<file path="src/bluc_pkg.sv">
// Shared types, constants and mapping functions of the byte-level codec.
package bluc_pkg;

   // Direction register codes.
   localparam logic DIR_ENCODE = 1'b0;
   localparam logic DIR_DECODE = 1'b1;

   // Most results one request can cause.
   localparam int MaxResults = 4;

   // Byte ranges that map to their own code point.
   localparam logic [7:0] PRINT_LO_A = 8'd33;
   localparam logic [7:0] PRINT_HI_A = 8'd126;
   localparam logic [7:0] PRINT_LO_B = 8'd161;
   localparam logic [7:0] PRINT_HI_B = 8'd172;
   localparam logic [7:0] PRINT_LO_C = 8'd174;

   // Ends of the shifted code point ranges.
   localparam logic [10:0] CP_CTRL_LO  = 11'd256;
   localparam logic [10:0] CP_CTRL_HI  = 11'd288;
   localparam logic [10:0] CP_HIGH_LO  = 11'd289;
   localparam logic [10:0] CP_HIGH_HI  = 11'd322;
   localparam logic [10:0] CP_SOFT_HY  = 11'd323;
   localparam logic [10:0] CP_HIGH_OFS = 11'd162;
   localparam logic [7:0]  BYTE_SOFT_HY = 8'd173;

   // Group of result bytes produced by one request.
   typedef struct packed {
      logic [MaxResults-1:0][7:0] bytes;
      logic [2:0]                 count;
      logic                       eot;
   } grp_type;

   // Outcome of a two-byte character lookup.
   typedef struct packed {
      logic       hit;
      logic [7:0] value;
   } map_type;

   // True for bytes that stand for themselves.
   function automatic logic is_printable(input logic [7:0] b);
      return (b >= PRINT_LO_A && b <= PRINT_HI_A) ||
             (b >= PRINT_LO_B && b <= PRINT_HI_B) ||
             (b >= PRINT_LO_C);
   endfunction

   // Code point (nine bits) that stands for a raw byte.
   function automatic logic [8:0] byte_to_cp(input logic [7:0] b);
      logic [8:0] cp;
      if (is_printable(b)) begin
         cp = {1'b0, b};
      end else if (b < PRINT_LO_A) begin
         cp = {1'b1, b};
      end else if (b < PRINT_LO_B) begin
         cp = {1'b0, b} + CP_HIGH_OFS[8:0];
      end else begin
         cp = CP_SOFT_HY[8:0];
      end
      return cp;
   endfunction

   // Character length that a lead byte announces; invalid leads count as one.
   function automatic logic [2:0] lead_length(input logic [7:0] c);
      logic [2:0] len;
      if (c[7] == 1'b0) begin
         len = 3'd1;
      end else if (c[7:5] == 3'b110) begin
         len = 3'd2;
      end else if (c[7:4] == 4'b1110) begin
         len = 3'd3;
      end else if (c[7:3] == 5'b11110) begin
         len = 3'd4;
      end else begin
         len = 3'd1;
      end
      return len;
   endfunction

   // Maps a two-byte character back to its raw byte when it is a mapped form.
   function automatic map_type map_two(input logic [7:0] c1, input logic [7:0] c2);
      logic [10:0] cp;
      logic [10:0] diff;
      map_type     r;
      cp      = {c1[4:0], c2[5:0]};
      diff    = cp - CP_HIGH_OFS;
      r.hit   = 1'b0;
      r.value = 8'd0;
      if (c2[7:6] == 2'b10) begin
         if ((cp >= {3'b000, PRINT_LO_B} && cp <= {3'b000, PRINT_HI_B}) ||
             (cp >= {3'b000, PRINT_LO_C} && cp < CP_CTRL_LO)) begin
            r.hit   = 1'b1;
            r.value = cp[7:0];
         end else if (cp >= CP_CTRL_LO && cp <= CP_CTRL_HI) begin
            r.hit   = 1'b1;
            r.value = cp[7:0];
         end else if (cp >= CP_HIGH_LO && cp <= CP_HIGH_HI) begin
            r.hit   = 1'b1;
            r.value = diff[7:0];
         end else if (cp == CP_SOFT_HY) begin
            r.hit   = 1'b1;
            r.value = BYTE_SOFT_HY;
         end
      end
      return r;
   endfunction

endpackage

</file>
<file path="src/bluc_char_unit.sv">
// Direction register, partial character state and result group logic.
module bluc_char_unit (
   input  logic              clock,
   input  logic              reset,
   input  logic              csr_wr_en,
   input  logic              csr_wr_data,
   input  logic              advance,
   input  logic [7:0]        in_byte,
   input  logic              in_eot,
   output bluc_pkg::grp_type grp
);

   logic       dir_ff;
   logic [2:0] char_len_ff, char_len_in;
   logic [1:0] held_cnt_ff, held_cnt_in;
   logic [7:0] held_ff [3];
   logic       held_we;
   logic [1:0] held_wr_idx;
   logic [8:0] cp;
   logic [2:0] lead;
   logic [2:0] n;
   bluc_pkg::map_type map;

   assign cp   = bluc_pkg::byte_to_cp(in_byte);
   assign lead = bluc_pkg::lead_length(in_byte);
   assign map  = bluc_pkg::map_two(held_ff[0], in_byte);
   assign n    = {1'b0, held_cnt_ff} + 3'd1;

   // Build the result group and the next character state for the current request.
   always_comb begin
      grp.eot     = in_eot;
      grp.count   = 3'd0;
      char_len_in = char_len_ff;
      held_cnt_in = held_cnt_ff;
      held_we     = 1'b0;
      held_wr_idx = held_cnt_ff;
      // Pass-through order: held bytes first, then the current byte.
      for (int i = 0; i < 3; i++) begin
         grp.bytes[i] = (i < int'(held_cnt_ff)) ? held_ff[i] : in_byte;
      end
      grp.bytes[3] = in_byte;

      if (dir_ff == bluc_pkg::DIR_ENCODE) begin
         if (cp[8:7] == 2'b00) begin
            grp.count    = 3'd1;
            grp.bytes[0] = cp[7:0];
         end else begin
            grp.count    = 3'd2;
            grp.bytes[0] = {5'b11000, cp[8:6]};
            grp.bytes[1] = {2'b10, cp[5:0]};
         end
         char_len_in = 3'd0;
         held_cnt_in = 2'd0;
      end else if (char_len_ff == 3'd0) begin
         if (lead == 3'd1 || in_eot) begin
            grp.count = 3'd1;
         end else begin
            held_we     = 1'b1;
            held_wr_idx = 2'd0;
            held_cnt_in = 2'd1;
            char_len_in = lead;
         end
      end else if (n >= char_len_ff) begin
         // Character complete: map it back or pass it through.
         if (n == 3'd2 && map.hit) begin
            grp.count    = 3'd1;
            grp.bytes[0] = map.value;
         end else begin
            grp.count = n;
         end
         char_len_in = 3'd0;
         held_cnt_in = 2'd0;
      end else if (in_eot) begin
         grp.count   = n;
         char_len_in = 3'd0;
         held_cnt_in = 2'd0;
      end else begin
         held_we     = 1'b1;
         held_cnt_in = n[1:0];
      end
   end

   // Control state; a register write drops any partial character.
   always_ff @(posedge clock) begin
      if (reset) begin
         dir_ff      <= bluc_pkg::DIR_ENCODE;
         char_len_ff <= 3'd0;
         held_cnt_ff <= 2'd0;
      end else if (csr_wr_en) begin
         dir_ff      <= csr_wr_data;
         char_len_ff <= 3'd0;
         held_cnt_ff <= 2'd0;
      end else if (advance) begin
         char_len_ff <= char_len_in;
         held_cnt_ff <= held_cnt_in;
      end
   end

   // Bytes of the partial character.
   always_ff @(posedge clock) begin
      for (int i = 0; i < 3; i++) begin
         if (advance && held_we && held_wr_idx == i[1:0]) begin
            held_ff[i] <= in_byte;
         end
      end
   end

   // A character in progress always has at least two bytes.
   a_len_not_one : assert property (@(posedge clock) disable iff (reset)
      char_len_ff != 3'd1)
      else $error("character length of one held");

   // Held bytes stay fewer than the character length.
   a_cnt_below_len : assert property (@(posedge clock) disable iff (reset)
      (char_len_ff != 3'd0) |-> (held_cnt_ff != 2'd0 && {1'b0, held_cnt_ff} < char_len_ff))
      else $error("held byte count out of range");

   // Encoding never leaves a partial character behind.
   a_encode_no_hold : assert property (@(posedge clock) disable iff (reset)
      (dir_ff == bluc_pkg::DIR_ENCODE) |-> (char_len_ff == 3'd0))
      else $error("partial character held while encoding");

endmodule

</file>
<file path="src/bluc_out_serializer.sv">
// Result register that sends a group of result bytes one per cycle while rsp_ready is high.
module bluc_out_serializer (
   input  logic              clock,
   input  logic              reset,
   input  logic              load,
   input  bluc_pkg::grp_type grp,
   output logic              load_ready,
   output logic              rsp_valid,
   input  logic              rsp_ready,
   output logic [7:0]        rsp_out_byte,
   output logic              rsp_last_of_run,
   output logic              rsp_text_done
);

   logic [bluc_pkg::MaxResults-1:0][7:0] data_ff;
   logic [2:0]                           left_ff;
   logic                                 eot_ff;
   logic                                 take;

   assign rsp_valid       = (left_ff != 3'd0);
   assign take            = rsp_valid && rsp_ready;
   assign load_ready      = (left_ff == 3'd0) || (take && left_ff == 3'd1);
   assign rsp_out_byte    = data_ff[0];
   assign rsp_last_of_run = (left_ff == 3'd1);
   assign rsp_text_done   = (left_ff == 3'd1) && eot_ff;

   // Remaining result count.
   always_ff @(posedge clock) begin
      if (reset) begin
         left_ff <= 3'd0;
      end else if (load) begin
         left_ff <= grp.count;
      end else if (take) begin
         left_ff <= left_ff - 3'd1;
      end
   end

   // Result bytes shift toward the output as each one is taken.
   always_ff @(posedge clock) begin
      if (load) begin
         data_ff <= grp.bytes;
         eot_ff  <= grp.eot;
      end else if (take) begin
         data_ff <= {8'd0, data_ff[bluc_pkg::MaxResults-1:1]};
      end
   end

   // The count never exceeds one full group.
   a_left_max : assert property (@(posedge clock) disable iff (reset)
      left_ff <= 3'd4)
      else $error("result count above group size");

   // A new group never overwrites results still waiting.
   a_no_overwrite : assert property (@(posedge clock) disable iff (reset)
      load |-> (left_ff == 3'd0 || (take && left_ff == 3'd1)))
      else $error("result group overwritten");

   // Every loaded group carries at least one result.
   a_load_nonempty : assert property (@(posedge clock) disable iff (reset)
      load |=> rsp_valid)
      else $error("empty result group loaded");

endmodule

</file>
<file path="src/byte_level_unicode_codec.sv">
// Byte-level codec top level: input register, character unit and result serializer.
// Converts a byte stream between raw bytes and byte-level text; csr_wr_data sets the
// direction (0 encode, 1 decode), and a write drops any partial character, so write
// it only between texts. Each request is registered, turned into a group of zero to
// four result bytes and loaded into the result register, whose bytes leave one per
// cycle while rsp_ready is high. Encoding gives one result byte for bytes that stay
// ASCII and two for the rest; decoding gives none for a byte that is held, one
// for a single byte or a character mapped back, and up to four when a character
// passes through. A request can wait in the input register while earlier results leave.
module byte_level_unicode_codec (
   input  logic       clock,
   input  logic       reset,
   input  logic       csr_wr_en,
   input  logic       csr_wr_data,
   input  logic       req_valid,
   output logic       req_ready,
   input  logic [7:0] req_data_byte,
   input  logic       req_end_of_text,
   output logic       rsp_valid,
   input  logic       rsp_ready,
   output logic [7:0] rsp_out_byte,
   output logic       rsp_last_of_run,
   output logic       rsp_text_done
);

   logic              in_valid_ff;
   logic [7:0]        in_byte_ff;
   logic              in_eot_ff;
   logic              advance;
   logic              load_ready;
   logic              load;
   bluc_pkg::grp_type grp;

   // A request leaves the input register once its results fit in the serializer.
   assign advance   = in_valid_ff && (grp.count == 3'd0 || load_ready);
   assign load      = advance && (grp.count != 3'd0);
   assign req_ready = !in_valid_ff || advance;

   // Input register.
   always_ff @(posedge clock) begin
      if (reset) begin
         in_valid_ff <= 1'b0;
      end else if (req_ready) begin
         in_valid_ff <= req_valid;
      end
   end

   always_ff @(posedge clock) begin
      if (req_valid && req_ready) begin
         in_byte_ff <= req_data_byte;
         in_eot_ff  <= req_end_of_text;
      end
   end

   bluc_char_unit u_char (
      .clock       (clock),
      .reset       (reset),
      .csr_wr_en   (csr_wr_en),
      .csr_wr_data (csr_wr_data),
      .advance     (advance),
      .in_byte     (in_byte_ff),
      .in_eot      (in_eot_ff),
      .grp         (grp)
   );

   bluc_out_serializer u_ser (
      .clock           (clock),
      .reset           (reset),
      .load            (load),
      .grp             (grp),
      .load_ready      (load_ready),
      .rsp_valid       (rsp_valid),
      .rsp_ready       (rsp_ready),
      .rsp_out_byte    (rsp_out_byte),
      .rsp_last_of_run (rsp_last_of_run),
      .rsp_text_done   (rsp_text_done)
   );

endmodule
</file>
<file path="config.mk">
export PLATFORM = sky130hd
export DESIGN_NAME = byte_level_unicode_codec
export DESIGN_NICKNAME = d
export VERILOG_FILES = /design/src/bluc_pkg.sv /design/src/bluc_char_unit.sv /design/src/bluc_out_serializer.sv /design/src/byte_level_unicode_codec.sv
export SDC_FILE = /design/constraint.sdc
export NUM_CORES = 1
export LEC_CHECK = 0
export BUFFER_PORTS_ARGS = -buffer_cell sky130_fd_sc_hd__buf_4
export CORE_ASPECT_RATIO = 0.6
export CORE_MARGIN = 1.5
export CORE_UTILIZATION = 35
export DETAILED_ROUTE_END_ITERATION = 10
export PLACE_DENSITY_LB_ADDON = 0.12
export SLEW_MARGIN = 10
export SYNTH_ARGS = -nofsm -noshare
export SYNTH_HDL_FRONTEND = slang
export SYNTH_SLANG_ARGS = --single-unit
</file>
<file path="constraint.sdc">
create_clock -name clock -period 3.5 [get_ports clock]
set_input_delay 0.7 -clock clock [delete_from_list [all_inputs] [get_ports clock]]
set_output_delay 0.7 -clock clock [all_outputs]
set_load 0.03 [all_outputs]
</file>
== Word level (Yosys, flattened, before mapping) ==
Memories as Yosys holds them, arrays and structs flattened.
Index checks and enable logic that the tools add are counted.

* Register bits after elaboration: 52
* Memory bits (writable): 24
* Input bits: 15
* Output and inout port bits: 12
* Word-level logic and storage cells: 147
* Memories: 1

{| class="wikitable"
|+ Memory list
! name !! words !! width !! read ports !! clocked after Yosys merged registers in !! wr ports !! line !! text
|-
| u_char.held_ff || 3 || 8 || 3 || 0 || 1 || bluc_char_unit.sv:16 || <nowiki>logic [7:0] held_ff [3];</nowiki>
|}

* $add $sub $neg: 4
* Order comparisons: 19
* Equality and inequality tests: 12
* Multiplexer cells: 61
* Reduce and logical (&&, ||, !) cells: 38

{| class="wikitable"
|+ Operators with widths
! kind !! count
|-
| 8-bit two-way mux || 10
|-
| 9-bit two-way mux || 8
|-
| 32-bit two-way mux || 2
|-
| 3-bit two-way mux || 15
|-
| 11-bit by 8-bit >= comparator with 1-bit output, second input constant || 2
|-
| 11-bit by 9-bit >= comparator with 1-bit output, second input constant || 2
|-
| 11-bit by 9-bit less-or-equal comparator with 1-bit output, second input constant || 2
|-
| 11-bit two-way mux || 2
|-
| 2-bit two-way mux || 10
|-
| 1-bit logical AND || 17
|-
| 8-bit >= comparator, second input constant || 2
|-
| 8-bit OR reduction || 2
|-
| 1-bit two-way mux || 14
|-
| 11-bit by 9-bit equality test with 1-bit output, second input constant || 1
|-
| 11-bit by 8-bit less-or-equal comparator with 1-bit output, second input constant || 1
|-
| 11-bit by 9-bit less-than comparator with 1-bit output, second input constant || 1
|-
| 8-bit by 8-bit adder with 9-bit output, second input constant || 1
|-
| 3-bit zero test || 3
|-
| 8-bit by 6-bit >= comparator with 1-bit output, second input constant || 1
|-
| 8-bit by 7-bit less-or-equal comparator with 1-bit output, second input constant || 1
|-
| 8-bit less-or-equal comparator, second input constant || 1
|-
| 8-bit by 6-bit less-than comparator with 1-bit output, second input constant || 1
|-
| 8-bit less-than comparator, second input constant || 1
|-
| 8-bit subtractor, second input constant || 1
|-
| 22 further kinds || 33
|}

== Logic depth before layout (Yosys ltp) ==
An unclocked memory read counts as a cell.

* Depth after elaboration: 22
* Mapped depth: 14
* Gate-level depth less buffers: 11

== Modules after synthesis ==
From an unflattened synthesis, not the netlist that was laid out.

* Cell total of the unflattened synthesis: 406
* Area total of the unflattened synthesis: 4576.9 um^2

{| class="wikitable"
|+ Modules (own cells, without submodules)
! module !! times used !! cells each !! area each (um^2) !! sequential area each (um^2)
|-
| bluc_char_unit || 1 || 281 || 2571.2 || 840.8
|-
| bluc_out_serializer || 1 || 105 || 1651.6 || 1051.0
|-
| byte_level_unicode_codec || 1 || 20 || 354.1 || 290.3
|}

== Worst setup path before layout ==
OpenSTA, ideal clock, no wires.

* Path type: flip-flop to flip-flop
* Start: reg u_char.held_cnt_ff[1]
* End: mem u_char.held_ff[2][0] (netlist: u_char.held_ff[0][16]), enable pin
* Library setup time: 395 ps
* Arrival: 3374 ps
* Data required time: 3105 ps
* Slack: -269 ps
* Stages on the path, launching flop included: 12
* Buffers on the path: 1
* Period minus slack after synthesis: 3769 ps
* Cells stage by stage: dfxtp_1 clkbuf_1 inv_1 ha_1 ha_1 nand2_1 o21ai_0 nor2_1 o311ai_0 and3b_4 a32oi_2 nor4_1

* Cells in the longest elaborated chain, start to end: 17
* Elaborated cells between the ends (all ways): 37
* Those cells by class: 1 x add/sub; 1 x order compare; 3 x eq/ne; 21 x mux; 11 x reduce/logical

{| class="wikitable"
|+ Ends and longest elaborated chain
! what !! line !! text
|-
| from (decl) || bluc_char_unit.sv:15 || <nowiki>logic [1:0] held_cnt_ff, held_cnt_in;</nowiki>
|-
| from (signal assigned) || bluc_char_unit.sv:95 || <nowiki>held_cnt_ff <= held_cnt_in;</nowiki>
|-
| 2-bit by 1-bit adder with 3-bit output || bluc_char_unit.sv:27 || <nowiki>assign n = {1'b0, held_cnt_ff} + 3'd1;</nowiki>
|-
| 3-bit by 2-bit equality test with 1-bit output || bluc_char_unit.sv:65 || <nowiki>if (n == 3'd2 && map.hit) begin</nowiki>
|-
| 1-bit logical AND || bluc_char_unit.sv:65 ||
|-
| 3-bit two-way mux || bluc_char_unit.sv:65 ||
|-
| 3-bit two-way mux || bluc_char_unit.sv:63 || <nowiki>end else if (n >= char_len_ff) begin</nowiki>
|-
| 3-bit two-way mux || bluc_char_unit.sv:54 || <nowiki>end else if (char_len_ff == 3'd0) begin</nowiki>
|-
| 11-bit two-way mux || bluc_char_unit.sv:43 || <nowiki>if (dir_ff == bluc_pkg::DIR_ENCODE) begin</nowiki>
|-
| 3-bit zero test || byte_level_unicode_codec.sv:35 || <nowiki>assign advance = in_valid_ff && (grp.count == 3'd0 || load_ready);</nowiki>
|-
| 1-bit logical OR || byte_level_unicode_codec.sv:35 ||
|-
| 1-bit logical AND || byte_level_unicode_codec.sv:35 ||
|-
| 1-bit logical AND (2 in a row) || bluc_char_unit.sv:102 || <nowiki>if (advance && held_we && held_wr_idx == i[1:0]) begin</nowiki>
|-
| 1-bit two-way mux || bluc_char_unit.sv:102 ||
|-
| 1-bit two-way mux (implied by the code) || bluc_char_unit.sv:103 || <nowiki>held_ff[i] <= in_byte;</nowiki>
|-
| 8-bit OR reduction (no source line) || - ||
|-
| 2-bit two-way mux (no source line) or 1-bit two-way mux (tied branches) (2 in a row) || - ||
|-
| to (decl) || bluc_char_unit.sv:16 ||
|}

Parallel ways exist; a longest one is shown, timed or not.

== Worst setup path after layout ==
* Start: reg in_byte_ff[1]
* End: out req_ready

* Cells in the longest elaborated chain, start to end: 15
* Elaborated cells between the ends (all ways): 45
* Those cells by class: 1 x add/sub; 15 x order compare; 1 x eq/ne; 13 x mux; 15 x reduce/logical

{| class="wikitable"
|+ Ends and longest elaborated chain
! what !! line !! text
|-
| from (decl) || byte_level_unicode_codec.sv:27 || <nowiki>logic [7:0] in_byte_ff;</nowiki>
|-
| from (signal assigned) || byte_level_unicode_codec.sv:50 || <nowiki>in_byte_ff <= req_data_byte;</nowiki>
|-
| 11-bit by 9-bit >= comparator with 1-bit output (tied with other cells) || bluc_pkg.sv:96 || <nowiki>end else if (cp >= CP_HIGH_LO && cp <= CP_HIGH_HI) begin</nowiki>
|-
| 1-bit logical AND or 9-bit two-way mux (tied branches) || bluc_pkg.sv:96, bluc_pkg.sv:99 ||
|-
| 9-bit two-way mux || bluc_pkg.sv:96 ||
|-
| 9-bit two-way mux || bluc_pkg.sv:93 || <nowiki>end else if (cp >= CP_CTRL_LO && cp <= CP_CTRL_HI) begin</nowiki>
|-
| 9-bit two-way mux || bluc_pkg.sv:89 || <nowiki>if ((cp >= {3'b000, PRINT_LO_B} && cp <= {3'b000, PRINT_HI_B}) ||</nowiki>
|-
| 9-bit two-way mux || bluc_pkg.sv:88 || <nowiki>if (c2[7:6] == 2'b10) begin</nowiki>
|-
| 1-bit logical AND || bluc_char_unit.sv:65 ||
|-
| 3-bit two-way mux || bluc_char_unit.sv:65 ||
|-
| 3-bit two-way mux || bluc_char_unit.sv:63 ||
|-
| 3-bit two-way mux || bluc_char_unit.sv:54 ||
|-
| 11-bit two-way mux (*) || bluc_char_unit.sv:43 ||
|-
| 3-bit zero test (*) || byte_level_unicode_codec.sv:35 ||
|-
| 1-bit logical OR (*) || byte_level_unicode_codec.sv:35 ||
|-
| 1-bit logical AND (*) || byte_level_unicode_codec.sv:35 ||
|-
| 1-bit logical OR (*) || byte_level_unicode_codec.sv:37 || <nowiki>assign req_ready = !in_valid_ff || advance;</nowiki>
|-
| to (decl) || byte_level_unicode_codec.sv:16 || <nowiki>output logic req_ready,</nowiki>
|}

Every way passes the cells marked *; elsewhere a longest branch is shown, timed or not.

==> metrics <==
dpl hpwl 8320 um; final antenna diode count 0; number of maximum-capacitance constraint violations 0; maximum operating frequency between 200 and 300 MHz; number of rows created at floorplan 31; die width 146 um; GR Util All Layers 0.192; R2R setup slack ~0.17 ns; CP Launch Type register; vias post-DR between 3000 and 4000; H-tree Lvls 3; worst reg-to-reg path cell count 11; CTS root buffer sky130_fd_sc_hd__clkbuf_16; clock buffer depth 2; area added between synthesis and finish 21.2%; maximum clock skew at final layout ~0.009 ns; cell total after placement around 600; DP Area 0.00482 mm^2; final number of setup-violating endpoints 0; proportion of synthesized flip-flops having asynchronous set or reset 0; Final nets 488; gr ovfl total 0; DIE AREA roughly 0.013 mm^2; CP required between 2 and 3 ns; leading area contributor after synthesis sky130_fd_sc_hd__edfxtp_1; count of warnings emitted by yosys 0; clock transition at the registers of the reported paths around 0.06 ns; Skew-Pair Late Insertion Delay around 0.34 ns; launch point of the worst reg-to-reg path in_byte_ff[1]; area of the multi-input gates about 0.0019 mm^2; smallest setup slack after layout 0.153 ns; Die Y approximately 90 um; Period Utilization, post-route 0.956; number of global-route vias before repair 3158; final core utilization 0.433; Post-CTS Hold Fix Bufs 0; crit path max fanout 5; outcome complete, no violations; share of layout cells above drive strength 1 0.255; post-synth top area share 0.461; kind of path behind the tightest hold check reg2reg; cell count after synthesis 416; count of flip-flops with a built-in enable after synthesis 66; Top Ports 27; Data arrival, critical path about 2.7 ns; end point of the critical path req_ready; first-pass iteration count of the detailed router 5; number of DRC markers in iteration 0 between 200 and 300; Sinks on Clock Net 76; power density relative to cell area 709 mW/mm^2; Seq. cell area approximately 0.0022 mm^2; residual DRC count 0; number of hold violations in the final report 0; vias per cell ~5.3; synth top area cells sky130_fd_sc_hd__edfxtp_1, sky130_fd_sc_hd__dfxtp_1, sky130_fd_sc_hd__nor2_1; mean post-synth cell area 10.3 um^2; global-route wire length before repair 18400 um; wire length per cell 18.4 um; count of buffers inserted at the top-level ports 26; setup repair after global routing missed its margin false; cell area after synthesis around 0.0043 mm^2; fin. max-slew vios 0; CTS buffer count 9; worst reg2reg endpoint u_ser.data_ff[11]; TritonCTS clock tree built; DRT Wirelength approximately 12000 um; Max transition margin 0.450; Antenna Nets Post-Route 0; worst-case setup slack after placement 0.214 ns; final standard cell count with taps included and fillers excluded ~630; crit path from in_byte_ff[1]; min Tclk post-route between 3 and 4 ns; effective utilization at floorplan 0.357; floorplan core area about 0.012 mm^2; synthesis-stage register bit count between 70 and 80; last weighted congestion value of the routability-driven placer 0.883; antenna violations before repair 0; Setup crit end kind primary output; Synth cell types 65; slew at the pin closest to its max-slew limit just over 0.8 ns; fraction of the yosys area taken by sequential cells 0.508; ys flop type sky130_fd_sc_hd__edfxtp_1; leakage power about 1.9 nW; post-route cell area roughly 0.0052 mm^2; maximum number of pins on one net before global-route repair 57; critical setup path kind reg2out; net count after synthesis 443; Fill cells 1182; Peak VDD IR 0.345 mV
-- Yosys cell counts (8+ instances only) --
cell / number
sky130_fd_sc_hd__a21oi_1: 32
sky130_fd_sc_hd__a31oi_1: 17
sky130_fd_sc_hd__and2_1: 12
sky130_fd_sc_hd__buf_4: 12
sky130_fd_sc_hd__clkbuf_1: 14
sky130_fd_sc_hd__dfxtp_1: 10
sky130_fd_sc_hd__edfxtp_1: 66
sky130_fd_sc_hd__ha_1: 12
sky130_fd_sc_hd__inv_1: 14
sky130_fd_sc_hd__mux2i_1: 11
sky130_fd_sc_hd__nand2_1: 26
sky130_fd_sc_hd__nand2b_1: 8
sky130_fd_sc_hd__nand3_1: 12
sky130_fd_sc_hd__nor2_1: 49
sky130_fd_sc_hd__nor2b_1: 9
sky130_fd_sc_hd__nor3_1: 11
sky130_fd_sc_hd__o21ai_0: 12
-- what timing repair did --
action	in CTS	in global routing
pin swaps	2	5
buffers inserted	2	3
cloned	0	0
setup endpoints to repair	1	32
resized for setup	3	9
-- registers in the layout (all words and copies together), names as in the netlist --
register	count
in_byte_ff	8
in_eot_ff	1
in_valid_ff	1
u_char.char_len_ff	3
u_char.dir_ff	1
u_char.held_cnt_ff	2
u_char.held_ff	24
u_ser.data_ff	24
u_ser.eot_ff	1
u_ser.left_ff	3
u_ser.rsp_out_byte	8
-- per-stage QoR --
step | TNS, ns | hold WS (ns) | total power, mW
3_3_place_gp | 0 | 0.508 | 2.74
6_report | 0 | 0.501 | 3.69
4_1_cts | 0 | 0.516 | 3.71
2_1_floorplan | -3.22 | 0.458 | 2.33
3_5_place_dp | 0 | 0.512 | 2.73
5_1_grt | 0 | 0.514 | 3.91
-- worst min-delay path by stage --
stage                     startpoint               endpoint  slack [ns]  depth (start not counted)
2_1_floorplan          in_byte_ff[5]  u_char.held_ff[0][13]        0.46                          0
3_3_place_gp   u_char.held_cnt_ff[0]  u_char.held_cnt_ff[0]        0.51                          2
3_5_place_dp        u_ser.data_ff[8]  u_ser.rsp_out_byte[0]        0.51                          1
4_1_cts             req_data_byte[5]          in_byte_ff[5]        0.52                          1
5_1_grt             req_data_byte[0]          in_byte_ff[0]        0.51                          1
6_report       u_char.held_cnt_ff[0]  u_char.held_cnt_ff[0]        0.50                          2
-- power by group --
| group | total, mW | internal, mW | switching [mW] |
|---|---|---|---|
| Sequential | 1.47 | 1.36 | 0.112 |
| Clock | 0.954 | 0.562 | 0.392 |
| Combinational | 1.27 | 0.482 | 0.787 |
| Total | 3.69 | 2.40 | 1.29 |
-- cell families (layout without fill, tap and decap cells) --
kind of cell | count (synthesis) | after routing | synth area share
compound gates | 111 | 111 | 0.181
fa+ha+maj | 12 | 12 | 0.0350
buf+inv | 50 | 100 | 0.0591
simple gates | 150 | 150 | 0.176
xor+xnor | 1 | 1 | 0.00204
flops | 76 | 76 | 0.508
mux | 16 | 16 | 0.0387
-- routing by layer --
layer,vias to the layer above,global-route usage,wire [um]
li1,1629,-,-
met1,1607,0.296,6280
met2,108,0.258,4460
met3,6,0.0515,744
met4,0,0.0514,103
met5,-,0,0
-- final cells by class --
cell class | count | area share
Timing Repair Buffer | 70 | 0.106
Clock inverter | 7 | 0.0154
Inverter | 14 | 0.0101
Sequential cell | 76 | 0.420
Clock buffer | 9 | 0.0433
Multi-Input combinational cell | 290 | 0.366
Tap cell | 165 | 0.0397
-- worst max-delay path: stages, from the launching register on --
cell and delay, ns:
sky130_fd_sc_hd__edfxtp_1 0.47, sky130_fd_sc_hd__ha_1 0.33, sky130_fd_sc_hd__a211oi_1 0.27, sky130_fd_sc_hd__o32a_1 0.25, sky130_fd_sc_hd__a2bb2oi_2 0.21, sky130_fd_sc_hd__nand2_2 0.11
sky130_fd_sc_hd__a211o_1 0.32, sky130_fd_sc_hd__nand2_2 0.09, sky130_fd_sc_hd__nand3_2 0.09, sky130_fd_sc_hd__buf_6 0.17
-- layout by cell type, fill, tap and decap left out, drive strengths merged, types with 8 or more instances in the layout --
cell    netlist  layout
nor2b         9       9
ha           12      12
mux2i        11      11
edfxtp       66      66
nand2        26      26
buf          21      70
dfxtp        10      10
nand2b        8       8
a31oi        17      17
inv          14      18
and2         12      12
o21ai        12      12
clkbuf       15       9
nand3        12      12
a21oi        33      33
nor3         11      11
nor2         49      49
Note: power is estimated with default switching activity, not from simulation.
